<file path="src/design/nepsc_pkg.sv">
package nepsc_pkg;

    // default configuration
    localparam int COARSE_STEPS_DEF = 64;
    localparam int REFINE_STEPS_DEF = 64;
    localparam int COORD_BITS_DEF   = 32;
    localparam int PHASE_BITS_DEF   = 32;

    // result width and queue depth
    localparam int OUT_BITS   = 34;
    localparam int FIFO_DEPTH = 2;

    // CORDIC: angle in 2^-32 turn, values in Q30, gain pre-compensated
    localparam int                 CORDIC_ITERS = 30;
    localparam logic signed [33:0] CORDIC_GAIN  = 34'sd652032874;

    // golden ratio conjugate in Q32, split into two 16-bit halves
    localparam logic [15:0] GOLD_HI = 16'd40503;
    localparam logic [15:0] GOLD_LO = 16'd31161;

    // arctangent of 2^-i in 2^-32 turn
    function automatic logic [31:0] atan_turn(input logic [4:0] idx);
        logic [31:0] r;
        unique case (idx)
            5'd0:    r = 32'h2000_0000;
            5'd1:    r = 32'h12E4_051E;
            5'd2:    r = 32'h09FB_385B;
            5'd3:    r = 32'h0511_11D4;
            5'd4:    r = 32'h028B_0D43;
            5'd5:    r = 32'h0145_D7E1;
            5'd6:    r = 32'h00A2_F61E;
            5'd7:    r = 32'h0051_7C55;
            5'd8:    r = 32'h0028_BE53;
            5'd9:    r = 32'h0014_5F2F;
            5'd10:   r = 32'h000A_2F98;
            5'd11:   r = 32'h0005_17CC;
            5'd12:   r = 32'h0002_8BE6;
            5'd13:   r = 32'h0001_45F3;
            5'd14:   r = 32'h0000_A2FA;
            5'd15:   r = 32'h0000_517D;
            5'd16:   r = 32'h0000_28BE;
            5'd17:   r = 32'h0000_145F;
            5'd18:   r = 32'h0000_0A30;
            5'd19:   r = 32'h0000_0518;
            5'd20:   r = 32'h0000_028C;
            5'd21:   r = 32'h0000_0146;
            5'd22:   r = 32'h0000_00A3;
            5'd23:   r = 32'h0000_0051;
            5'd24:   r = 32'h0000_0029;
            5'd25:   r = 32'h0000_0014;
            5'd26:   r = 32'h0000_000A;
            5'd27:   r = 32'h0000_0005;
            5'd28:   r = 32'h0000_0003;
            5'd29:   r = 32'h0000_0001;
            default: r = 32'h0000_0000;
        endcase
        return r;
    endfunction

endpackage

</file>
<file path="src/design/nepsc_fifo.sv">
module nepsc_fifo #(
    parameter int WIDTH = 8,
    parameter int DEPTH = nepsc_pkg::FIFO_DEPTH
) (
    input  logic             clk,
    input  logic             rst_n,
    input  logic             push,
    input  logic [WIDTH-1:0] wdata,
    output logic             full,
    input  logic             pop,
    output logic [WIDTH-1:0] rdata,
    output logic             empty
);

    localparam int AW = (DEPTH > 1) ? $clog2(DEPTH) : 1;
    localparam int CW = $clog2(DEPTH + 1);

    logic [WIDTH-1:0] mem [DEPTH];
    logic [AW-1:0]    wptr_reg;
    logic [AW-1:0]    rptr_reg;
    logic [CW-1:0]    count_reg;
    logic             wr;
    logic             rd;

    assign full  = (count_reg == CW'(DEPTH));
    assign empty = (count_reg == '0);
    assign wr    = push && !full;
    assign rd    = pop && !empty;
    assign rdata = mem[rptr_reg];

    // storage
    always_ff @(posedge clk)
    begin
        if (wr)
        begin
            mem[wptr_reg] <= wdata;
        end
    end

    // pointers and fill level
    always_ff @(posedge clk or negedge rst_n)
    begin
        if (!rst_n)
        begin
            wptr_reg  <= '0;
            rptr_reg  <= '0;
            count_reg <= '0;
        end
        else
        begin
            if (wr)
            begin
                wptr_reg <= (wptr_reg == AW'(DEPTH - 1)) ? '0 : wptr_reg + 1'b1;
            end
            if (rd)
            begin
                rptr_reg <= (rptr_reg == AW'(DEPTH - 1)) ? '0 : rptr_reg + 1'b1;
            end
            if (wr && !rd)
            begin
                count_reg <= count_reg + 1'b1;
            end
            else if (rd && !wr)
            begin
                count_reg <= count_reg - 1'b1;
            end
        end
    end

endmodule

</file>
<file path="config.mk">
export PLATFORM = sky130hd
export DESIGN_NAME = nepsc_fifo
export DESIGN_NICKNAME = d
export VERILOG_FILES = /design/src/design/nepsc_pkg.sv /design/src/design/nepsc_fifo.sv
export SDC_FILE = /design/constraint.sdc
export NUM_CORES = 1
export LEC_CHECK = 0
export BUFFER_PORTS_ARGS = -buffer_cell sky130_fd_sc_hd__buf_2
export CORE_MARGIN = 3
export CORE_UTILIZATION = 44
export CTS_CLUSTER_SIZE = 24
export DETAILED_ROUTE_END_ITERATION = 12
export HOLD_SLACK_MARGIN = 0.1
export PLACE_DENSITY = 0.77
export SYNTH_ARGS = -nofsm -noshare
export SYNTH_HDL_FRONTEND = slang
export SYNTH_SLANG_ARGS = --single-unit
</file>
<file path="constraint.sdc">
create_clock -name clk -period 1.45 [get_ports clk]
set_input_delay 0.29 -clock clk [delete_from_list [all_inputs] [get_ports clk]]
set_output_delay 0.29 -clock clk [all_outputs]
set_load 0.01 [all_outputs]
</file>
==> results of run 1 <==
[timing repair]
action / in CTS / in global routing
setup endpoints to repair: 8 / 9
hold endpoints to repair: 4 / 0
hold buffers: 1 / 0
pin swaps: 0 / 1
resized for setup: 1 / 18
buffers inserted: 1 / 4
[layout make-up]
cell class              instances  share of cell area
clock buffers                   4              0.0239
multi-input cells              21               0.193
repair buffers                 31               0.219
flip-flops and latches         20               0.530
inverters                       2             0.00684
well taps                      24              0.0274
[worst paths after layout]
path,endpoint,cells past startpoint
max in group asynchronous,rptr_reg,2
min,mem[0][0],1
max reg2reg,count_reg[1],6
min in group asynchronous,count_reg[1],2
min reg2reg,count_reg[1],1
max,rdata[5],3
[cell families (layout without fill, tap and decap cells)]
family,after synthesis,count (layout),synth area share
AO/OA/AOI/OAI,1,1,0.00639
XOR/XNOR,5,5,0.0656
adder cells (fa/ha/maj),1,1,0.0160
buffers and inverters,3,37,0.0160
flip-flops,20,20,0.742
multiplexers,8,8,0.115
AND/OR/NAND/NOR,6,6,0.0384
[cell usage in the layout (no fill, tap or decap)]
cell type / n
edfxtp_1: 16
buf_2: 13
buf_6: 10
buf_4: 7
mux2_4: 6
nor2_1: 3
clkbuf_4: 3
dfrtp_1: 3
mux2_2: 2
inv_1: 2
xnor2_1: 2
xor2_1: 2
nand2b_1: 1
nand2_2: 1
o21ai_1: 1
and3_1: 1
xnor2_2: 1
ha_1: 1
clkbuf_1: 1
dlygate4sd3_1: 1
dfrtp_2: 1
[power by group]
part           switching, mW  internal (mW)  leakage (nW)
clock                  0.148          0.107        0.0150
combinational          0.414          0.622         0.271
sequential            0.0781          0.806         0.194
[routing by layer]
layer / vias to the layer above / part of all wire / GRT usage
li1: 228 / - / -
met5: - / 0 / 0
met4: 0 / 0.0083 / 0.0645
met1: 222 / 0.40 / 0.129
met3: 2 / 0.062 / 0.0406
met2: 14 / 0.53 / 0.229
==> summary.txt, run 1 <==
Status
  – Run status: complete, but fails checks
  – Failing checks: negative setup slack

Placement
  – Post-DP HPWL: 866 µm
  – Placed Area: 942 µm²
  – Final GP Congestion: 0.703
  – Port Buffers: 21
  – Dpl ws: 71.6 ps
  – Placed insts: 92

Global route
  – Largest net degree at the start of global routing: 12
  – GR Overflow Total: 0
  – First-pass GRT wire length: 1.95 mm
  – GRT Total Usage: 0.127
  – Initial antenna violation count: 0
  – Number of global-route vias before repair: 484

Setup path
  – Crit path arrival time: 1260 ps
  – Startpoint class of the critical path: register
  – R2r setup slk: 100 ps
  – Most frequent CP cell: buf_6
  – R2R Path Start: count_reg[0]
  – Kind of critical path: register to output port
  – Number of buffers and inverters on the critical path: 2
  – Worst Path Max Fanout: 5
  – Slowest stage delay, CP: 420 ps
  – Critical path's top delay family: flip-flops
  – Worst-path cell chain: buf_6, mux2_4, buf_6
  – Crit. End Element: output port
  – Slowest-stage cell, CP: dfrtp_2
  – CP required: 1160 ps
  – Crit path from: rptr_reg

Floorplan
  – Die area: 2320 µm²
  – Starting Density: 0.491
  – CORE AREA: 1590 µm²
  – # rows: 14
  – Die Height: 48.2 µm
  – IO Count: 22
  – Die X: 48.2 µm

Power and ir drop
  – Max IR drop VDD: 1.10 mV
  – Static leakage: 0.481 nW
  – Pwr Total: 2.17 mW
  – Total power density per cell area: 1980 nW/µm²

Synthesis
  – Yosys warns: 0
  – Synth Area per Inst: 17.8 µm²
  – Synthesis-stage register bit count: 20
  – Ys async rst share: 0.200
  – Synth cell count leaders: edfxtp_1, mux2_1, dfrtp_1
  – Synth Instances: 44
  – Post-synth top area share: 0.614
  – Most numerous cell in the Yosys netlist: edfxtp_1
  – Primary FF master, synth: edfxtp_1
  – EDFF count, synth: 16
  – Net count after synthesis: 57
  – Synth cell types: 15
  – Yosys top cell by area: edfxtp_1
  – Post-Syn Area: 782 µm²
  – Synth area leaders: edfxtp_1, dfrtp_1, mux2_1
  – Register area share after synthesis: 0.742

Clocking
  – Bufs on Longest Clock Path: 2
  – Latest clock arrival within the worst-skew pair: 280 ps
  – H-tree Lvls: 1
  – CTS buffer count: 3
  – Clk root buf: clkbuf_4
  – Reg clk slew, reported paths: 110 ps
  – CTS Sinks: 20
  – CTS tree: done

Drt
  – Vias: 466
  – Post-Route WL: 1.33 mm
  – Initial drt markers: 10
  – Vias per cell: 4.57
  – Antenna viol nets, final: 0
  – DR pass1 iterations: 3
  – Drt drc: 0
  – Wire per inst: 13.0 µm

Timing
  – Max_slew headroom: 0.742
  – Fmax: 647 MHz
  – Fin. Hold Viols: 0
  – Worst Tran Pin Value: 387 ps
  – Period utilisation layout: 1.07
  – Worst clock skew: 10.9 ps
  – # setup viols final: 8
  – Setup TNS: -722 ps
  – Slew Viols, Final: 0
  – Minimum clock period: 1550 ps
  – Setup WS post-layout: -95.6 ps
  – RSZ-0062 raised after global routing: yes
  – Hold Slack: 182 ps

Cells and area
  – Post-route insts no fill: 102
  – Design area: 1100 µm²
  – Ant diodes: 0
  – Max reg flops: 16
  – Fin nets: 92
  – Fin util: 0.688
  – Number of fill cells: 120
  – FF/Latch Area: 582 µm²
  – Area of the multi-input gates: 211 µm²
  – Area Overhead vs Synth: 40.3%
  – Share of layout cells above drive strength 1: 0.564

Worst hold path
  – HP Class: input port to register
  – Hold_sp: wdata[0]

Job
  – Max Cap Viol: 0
Power figures use the tool's default switching activity.
==> run 2, diff against run 1 <==
==> config.mk (replaced) <==
export PLATFORM = sky130hd
export DESIGN_NAME = nepsc_fifo
export DESIGN_NICKNAME = d
export VERILOG_FILES = /design/src/design/nepsc_pkg.sv /design/src/design/nepsc_fifo.sv
export SDC_FILE = /design/constraint.sdc
export NUM_CORES = 1
export LEC_CHECK = 0
export CORE_MARGIN = 3
export CORE_UTILIZATION = 52
export CTS_CLUSTER_SIZE = 24
export DETAILED_ROUTE_END_ITERATION = 12
export DONT_BUFFER_PORTS = 1
export HOLD_SLACK_MARGIN = 0.1
export PLACE_DENSITY = 0.75
export SYNTH_ARGS = -nofsm -noshare
export SYNTH_HDL_FRONTEND = slang
export SYNTH_SLANG_ARGS = --single-unit
==> run 2 against run 1 <==
Effect of this change:
- the run still ends with negative setup slack left
- first-iteration DRC count fell by 50%
- critical path type unchanged
- clock skew fell by 10 ps
- sequential power rose by 4.4%
- total power fell by 2.8%
- fmax rose by 4.3%
- final cell count fell by 23%
- non-clock buffer count fell by 14
- routed wire length rose by 29%
- flip-flop and latch count did not move
- utilization rose by 8.5 points
- combinational power fell by 15%
==> summary.txt, run 2 (synthesis results as in run 1) <==
Status
  – Run status: complete, but fails checks
  – Failing checks: negative setup slack

Placement
  – Placed Area: 818 µm² (-13%)
  – Post-DP HPWL: 1.05 mm (+21%)
  – Port Buffers: 0 (-100%)
  – Final GP Congestion: 0.726 (+3.2%)

Clocking
  – Clk root buf: clkbuf_4
  – CTS Sinks: 20 (unchanged)
  – CTS buffer count: 3 (unchanged)
  – Reg clk slew, reported paths: 100 ps (about the same)
  – Latest clock arrival within the worst-skew pair: 290 ps (about the same)
  – H-tree Lvls: 1 (unchanged)
  – Bufs on Longest Clock Path: 2 (unchanged)
  – CTS tree: done

Timing
  – Setup WS post-layout: -31.6 ps (+63.9 ps)
  – # setup viols final: 8 (unchanged)
  – Minimum clock period: 1480 ps (-63.9 ps)
  – Worst Tran Pin Value: 375 ps (-12.2 ps)
  – RSZ-0062 raised after global routing: yes
  – Max_slew headroom: 0.750 (+0.00815)
  – Worst clock skew: 0.617 ps (-10.3 ps)
  – Fin. Hold Viols: 0 (unchanged)
  – Setup TNS: -165 ps (+557 ps)
  – Fmax: 675 MHz (+4.3%)
  – Period utilisation layout: 1.02 (-0.0441)
  – Hold Slack: 226 ps (+43.8 ps)
  – Slew Viols, Final: 0 (unchanged)

Cells and area
  – Design area: 1040 µm² (-4.9%)
  – Fin util: 0.773 (+0.0846)
  – Most frequent cells in the layout: edfxtp_1, dlygate4sd3_1, mux2_4, buf_4
  – Ant diodes: 0 (unchanged)
  – Fin nets: 78 (-15%)
  – Share of layout cells above drive strength 1: 0.453 (-0.111)
  – Area Overhead vs Synth: 33.4%
  – Max reg flops: 16 (unchanged)
  – Most common cell after layout, fill and taps aside: edfxtp_1

Job
  – Max Cap Viol: 0 (unchanged)

Worst hold path
  – HP Class: input port to register
  – Hold_sp: pop

Drt
  – Vias per cell: 5.68 (+24%)
  – Drt drc: 0 (unchanged)
  – Post-Route WL: 1.71 mm (+29%)
  – Antenna viol nets, final: 0 (unchanged)
  – Initial drt markers: 5 (-5)
  – DR pass1 iterations: 3 (unchanged)
  – Wire per inst: 21.7 µm (+66%)
  – Vias: 449 (-3.6%)

Setup path
  – Startpoint class of the critical path: register
  – Worst Path Max Fanout: 5 (unchanged)
  – Crit path from: rptr_reg
  – Number of buffers and inverters on the critical path: 1 (-1)
  – R2R Path Start: count_reg[0]
  – CP required: 1160 ps (about the same)
  – Slowest stage delay, CP: 430 ps (about the same)
  – Crit. End Element: output port
  – Kind of critical path: register to output port
  – R2r setup slk: 40 ps (-60 ps)
  – Critical path's top delay family: flip-flops
  – Crit path arrival time: 1190 ps (-70 ps)
  – Slowest-stage cell, CP: dfrtp_2
  – Worst-path cell chain: buf_6, mux2_4

Floorplan
  – CORE AREA: 1350 µm² (-15%)
  – Starting Density: 0.579 (+0.0887)
  – Die X: 44.8 µm (-7.0%)
  – IO Count: 22 (unchanged)
  – Die area: 2010 µm² (-14%)
  – Die Height: 44.8 µm (-7.0%)
  – # rows: 13 (-1)

Global route
  – Initial antenna violation count: 0 (unchanged)
  – GRT Total Usage: 0.189 (+0.0622)
  – Largest net degree at the start of global routing: 12 (unchanged)
  – GR Overflow Total: 0 (unchanged)
  – First-pass GRT wire length: 2.48 mm (+27%)
  – Number of global-route vias before repair: 489 (+1.0%)

Power and ir drop
  – Pwr Total: 2.11 mW (-2.8%)
  – Total power density per cell area: 2030 nW/µm² (+2.2%)
  – Static leakage: 0.418 nW (-13%)
  – Max IR drop VDD: 1.24 mV (+13%)
==> run 2: cell types whose count changed in the layout (fill, tap and decap cells not counted), sizes merged <==
cell | before | now
buf | 30 | 8
dlygate4sd3 | 1 | 9
==> run 2: tightest hold or removal path: cells and delay by family <==
family | cells | cell delay [ps]
xor gates and xnor gates | 1 | 50
buffers and inverters | 1 | 110
AOI/OAI and AO/OA | 1 | 50
==> run 2: final cells by class <==
| class | instances | area [µm²] |
|---|---|---|
| clock buffers | 4 | 36.3 |
| fillers | 72 | 307 |
| inverters | 2 | 7.51 |
| multi-input cells | 21 | 236 |
| flip-flops and latches | 20 | 583 |
| well taps | 15 | 18.8 |
| repair buffers | 17 | 161 |
==> run 2: worst paths after layout <==
| check | end | cells after the start |
|---|---|---|
| max | rdata[4] | 2 |
| min | rptr_reg | 3 |
| max reg2reg | count_reg[1] | 6 |
| min reg2reg | wptr_reg | 1 |
| max in group asynchronous | count_reg[1] | 1 |
| min in group asynchronous | count_reg[0] | 1 |
==> run 2: what timing repair did <==
item,4_1_cts,5_1_grt
hold buffers,9,0
gates resized for setup,14,11
pin swaps,1,6
endpoints found under the hold margin,20,0
endpoints found under the setup margin,9,10
setup buffers,3,2
==> run 2: through the flow <==
step / instances / setup slack, ps
3_3_place_gp: 61 / 154
5_1_grt: 79 / -71.6
6_report: 79 / -31.6
4_1_cts: 77 / -21.8
2_1_floorplan: 44 / 57.8
3_5_place_dp: 61 / 34.6
==> run 2: routing by layer <==
layer  global-route usage  vias to the layer above  routed length (µm)
met3               0.0398                        6                  50
li1                     -                      197                   -
met5                    0                        -                   0
met1                0.207                      232                 597
met4               0.0877                        0                  48
met2                0.347                       14                1020
==> run 2: power breakdown <==
part	internal [mW]	switching (mW)	leakage, nW
Clock	0.153	0.157	0.0210
Sequential	0.810	0.113	0.193
Combinational	0.460	0.420	0.204
==> run 3, diff against run 2 <==
--- a/config.mk
+++ b/config.mk
@@ -6,12 +6,12 @@
 export NUM_CORES = 1
 export LEC_CHECK = 0
 export CORE_MARGIN = 3
-export CORE_UTILIZATION = 52
+export CORE_UTILIZATION = 58
 export CTS_CLUSTER_SIZE = 24
 export DETAILED_ROUTE_END_ITERATION = 12
 export DONT_BUFFER_PORTS = 1
 export HOLD_SLACK_MARGIN = 0.1
-export PLACE_DENSITY = 0.75
+export PLACE_DENSITY = 0.79
 export SYNTH_ARGS = -nofsm -noshare
 export SYNTH_HDL_FRONTEND = slang
 export SYNTH_SLANG_ARGS = --single-unit
==> constraint.sdc (replaced) <==
create_clock -name clk -period 1.53 [get_ports clk]
set_input_delay 0.306 -clock clk [delete_from_list [all_inputs] [get_ports clk]]
set_output_delay 0.306 -clock clk [all_outputs]
set_load 0.01 [all_outputs]
==> run 3 against run 2 <==
Effect of this change:
- the run still ends with negative setup slack left
- critical path depth unchanged
- flip-flop and latch count unchanged
- clock power fell by 4%
- cell area fell by 3.2%
- count of clock-buffer cells in the layout unchanged
- sequential power decreased by 5.2%
- setup slack improved by 3.7 ps
- global-route usage is 3.0 points lower
- via count increased by 3.1%
- sequential share of layout area grew 1.9 points
- largest cell class unchanged
- highest routed layer unchanged
==> summary.txt, run 3 (synthesis results as in run 1) <==
Floorplan
  – Die Height: 42.7 µm (-4.6%)
  – CORE AREA: 1190 µm² (-12%)
  – Die X: 42.7 µm (-4.6%)
  – Die area: 1830 µm² (-9.0%)
  – Starting Density: 0.659 (+0.0800)
  – # rows: 12 (-1)
  – IO Count: 22 (unchanged)

Status
  – Failing checks: negative setup slack
  – Run status: complete, but fails checks

Power and ir drop
  – Total power density per cell area: 1920 nW/µm² (-5.4%)
  – Max IR drop VDD: 1.51 mV (+22%)
  – Static leakage: 0.405 nW (-3.0%)

Cells and area
  – Fin nets: 79 (+1.3%)
  – Share of layout cells above drive strength 1: 0.385 (-0.0685)
  – Most frequent cells in the layout: edfxtp_1, dlygate4sd3_1, buf_4
  – Max reg flops: 16 (unchanged)
  – Ant diodes: 0 (unchanged)
  – Most common cell after layout, fill and taps aside: edfxtp_1
  – Fin util: 0.851 (+0.0783)
  – Area Overhead vs Synth: 29.1%
  – Design area: 1010 µm² (-3.2%)
  – Number of fill cells: 48 (-33%)

Global route
  – Initial antenna violation count: 0 (unchanged)
  – GRT Total Usage: 0.160 (-0.0296)
  – Number of global-route vias before repair: 435 (-11%)
  – GR Overflow Total: 0 (unchanged)
  – First-pass GRT wire length: 2.03 mm (-18%)
  – Largest net degree at the start of global routing: 12 (unchanged)

Placement
  – Placed Area: 810 µm² (-1.1%)
  – Post-DP HPWL: 928 µm (-11%)
  – Port Buffers: 0 (unchanged)
  – Final GP Congestion: 0.595 (-18%)

Drt
  – Wire per inst: 22.2 µm (+2.1%)
  – Vias per cell: 5.86 (+3.1%)
  – Antenna viol nets, final: 0 (unchanged)
  – Initial drt markers: 11 (+6)
  – Vias: 463 (+3.1%)
  – Drt drc: 0 (unchanged)
  – Post-Route WL: 1.75 mm (+2.1%)
  – DR pass1 iterations: 4 (+1)

Timing
  – Minimum clock period: 1560 ps
  – # setup viols final: 2 (-6)
  – Max_slew headroom: 0.753 (+0.00290)
  – Slew Viols, Final: 0 (unchanged)
  – Fin. Hold Viols: 0 (unchanged)
  – Worst clock skew: 5.88 ps (+5.26 ps)
  – RSZ-0062 raised after global routing: yes
  – Setup WS post-layout: -28.0 ps (+3.69 ps)
  – Period utilisation layout: 1.02
  – Worst Tran Pin Value: 370 ps (-4.35 ps)
  – Fmax: 642 MHz

Setup path
  – Worst-path cell chain: buf_4, mux2_1
  – Crit. End Element: output port
  – Crit path arrival time: 1250 ps (+60 ps)
  – Startpoint class of the critical path: register
  – Slowest stage delay, CP: 440 ps (about the same)
  – CP required: 1220 ps (+60 ps)
  – Slowest-stage cell, CP: dfrtp_2
  – Worst Path Max Fanout: 4 (-1)
  – Kind of critical path: register to output port

Worst hold path
  – HP Class: input port to register

Clocking
  – Bufs on Longest Clock Path: 2 (unchanged)
  – Clk root buf: clkbuf_4
  – CTS Sinks: 20 (unchanged)
  – CTS buffer count: 3 (unchanged)
  – Reg clk slew, reported paths: 110 ps (about the same)
  – H-tree Lvls: 1 (unchanged)
  – CTS tree: done
  – Latest clock arrival within the worst-skew pair: 300 ps (about the same)

Job
  – Max Cap Viol: 0 (unchanged)
[run 3: changes by cell type in the layout (fill, tap and decap cells not counted), sizes merged]
cell	change
buf	+1
[run 3: cell type report]
class                      count  area (µm²)  share of cell area
tap                           14        17.5              0.0173
sequential                    20         583               0.577
timing repair buffer          18         158               0.156
multi-input combinational     21         208               0.206
clock buffer                   4        36.3              0.0359
inverter                       2        7.51             0.00743
[run 3: final timing paths]
check | cells after the start | start | slack [ps] | endpoint
setup / recovery | 2 | rptr_reg | -30 | rdata[5]
hold / removal | 2 | pop | 170 | rptr_reg
setup reg to reg | 6 | count_reg[0] | 30 | count_reg[1]
hold reg to reg | 1 | wptr_reg | 600 | wptr_reg
max in group asynchronous | 1 | rst_n | 1050 | count_reg[0]
min in group asynchronous | 1 | rst_n | 270 | rptr_reg
[run 3: metal layers]
| layer | routed length (µm) | GRT usage | part of all wire | vias to the layer above |
|---|---|---|---|---|
| li1 | - | - | - | 197 |
| met1 | 636 | 0.141 | 0.36 | 233 |
| met2 | 958 | 0.329 | 0.55 | 25 |
| met3 | 102 | 0.0636 | 0.058 | 8 |
| met4 | 53 | 0.0186 | 0.030 | 0 |
| met5 | 0 | 0 | 0 | - |
[run 3: timing repair]
item                                    4_1_cts  5_1_grt
setup buffers                                 0        7
hold endpoints to repair                      4       16
hold buffers                                  1        8
endpoints found under the setup margin        9        9
pin swaps                                     0        2
resized for setup                             2       10
cloned                                        0        0
[run 3: stage by stage]
| step | std cells | worst slack, ps | hold WS [ps] | total power [mW] | TNS (ps) |
|---|---|---|---|---|---|
| after global routing | 79 | -64.8 | 186 | 2.04 | -220 |
| after detailed placement | 59 | -3.69 | 10.5 | 1.38 | -3.69 |
| final | 79 | -28.0 | 166 | 1.93 | -52.6 |
| after global placement | 59 | 138 | 10.5 | 1.33 | 0 |
| after CTS | 64 | 0.823 | 108 | 1.68 | 0 |
| after floorplan | 44 | 138 | 10.4 | 1.26 | 0 |
[run 3: worst max-delay path: cells and delay by family, from the launching register on]
family   cells  cell delay (ps)
buf+inv      1              160
flops        1              440
mux          1              360
[run 3: where the power goes]
group | internal (mW) | switching (mW)
registers | 0.767 | 0.108
logic | 0.387 | 0.374
clock network | 0.145 | 0.153
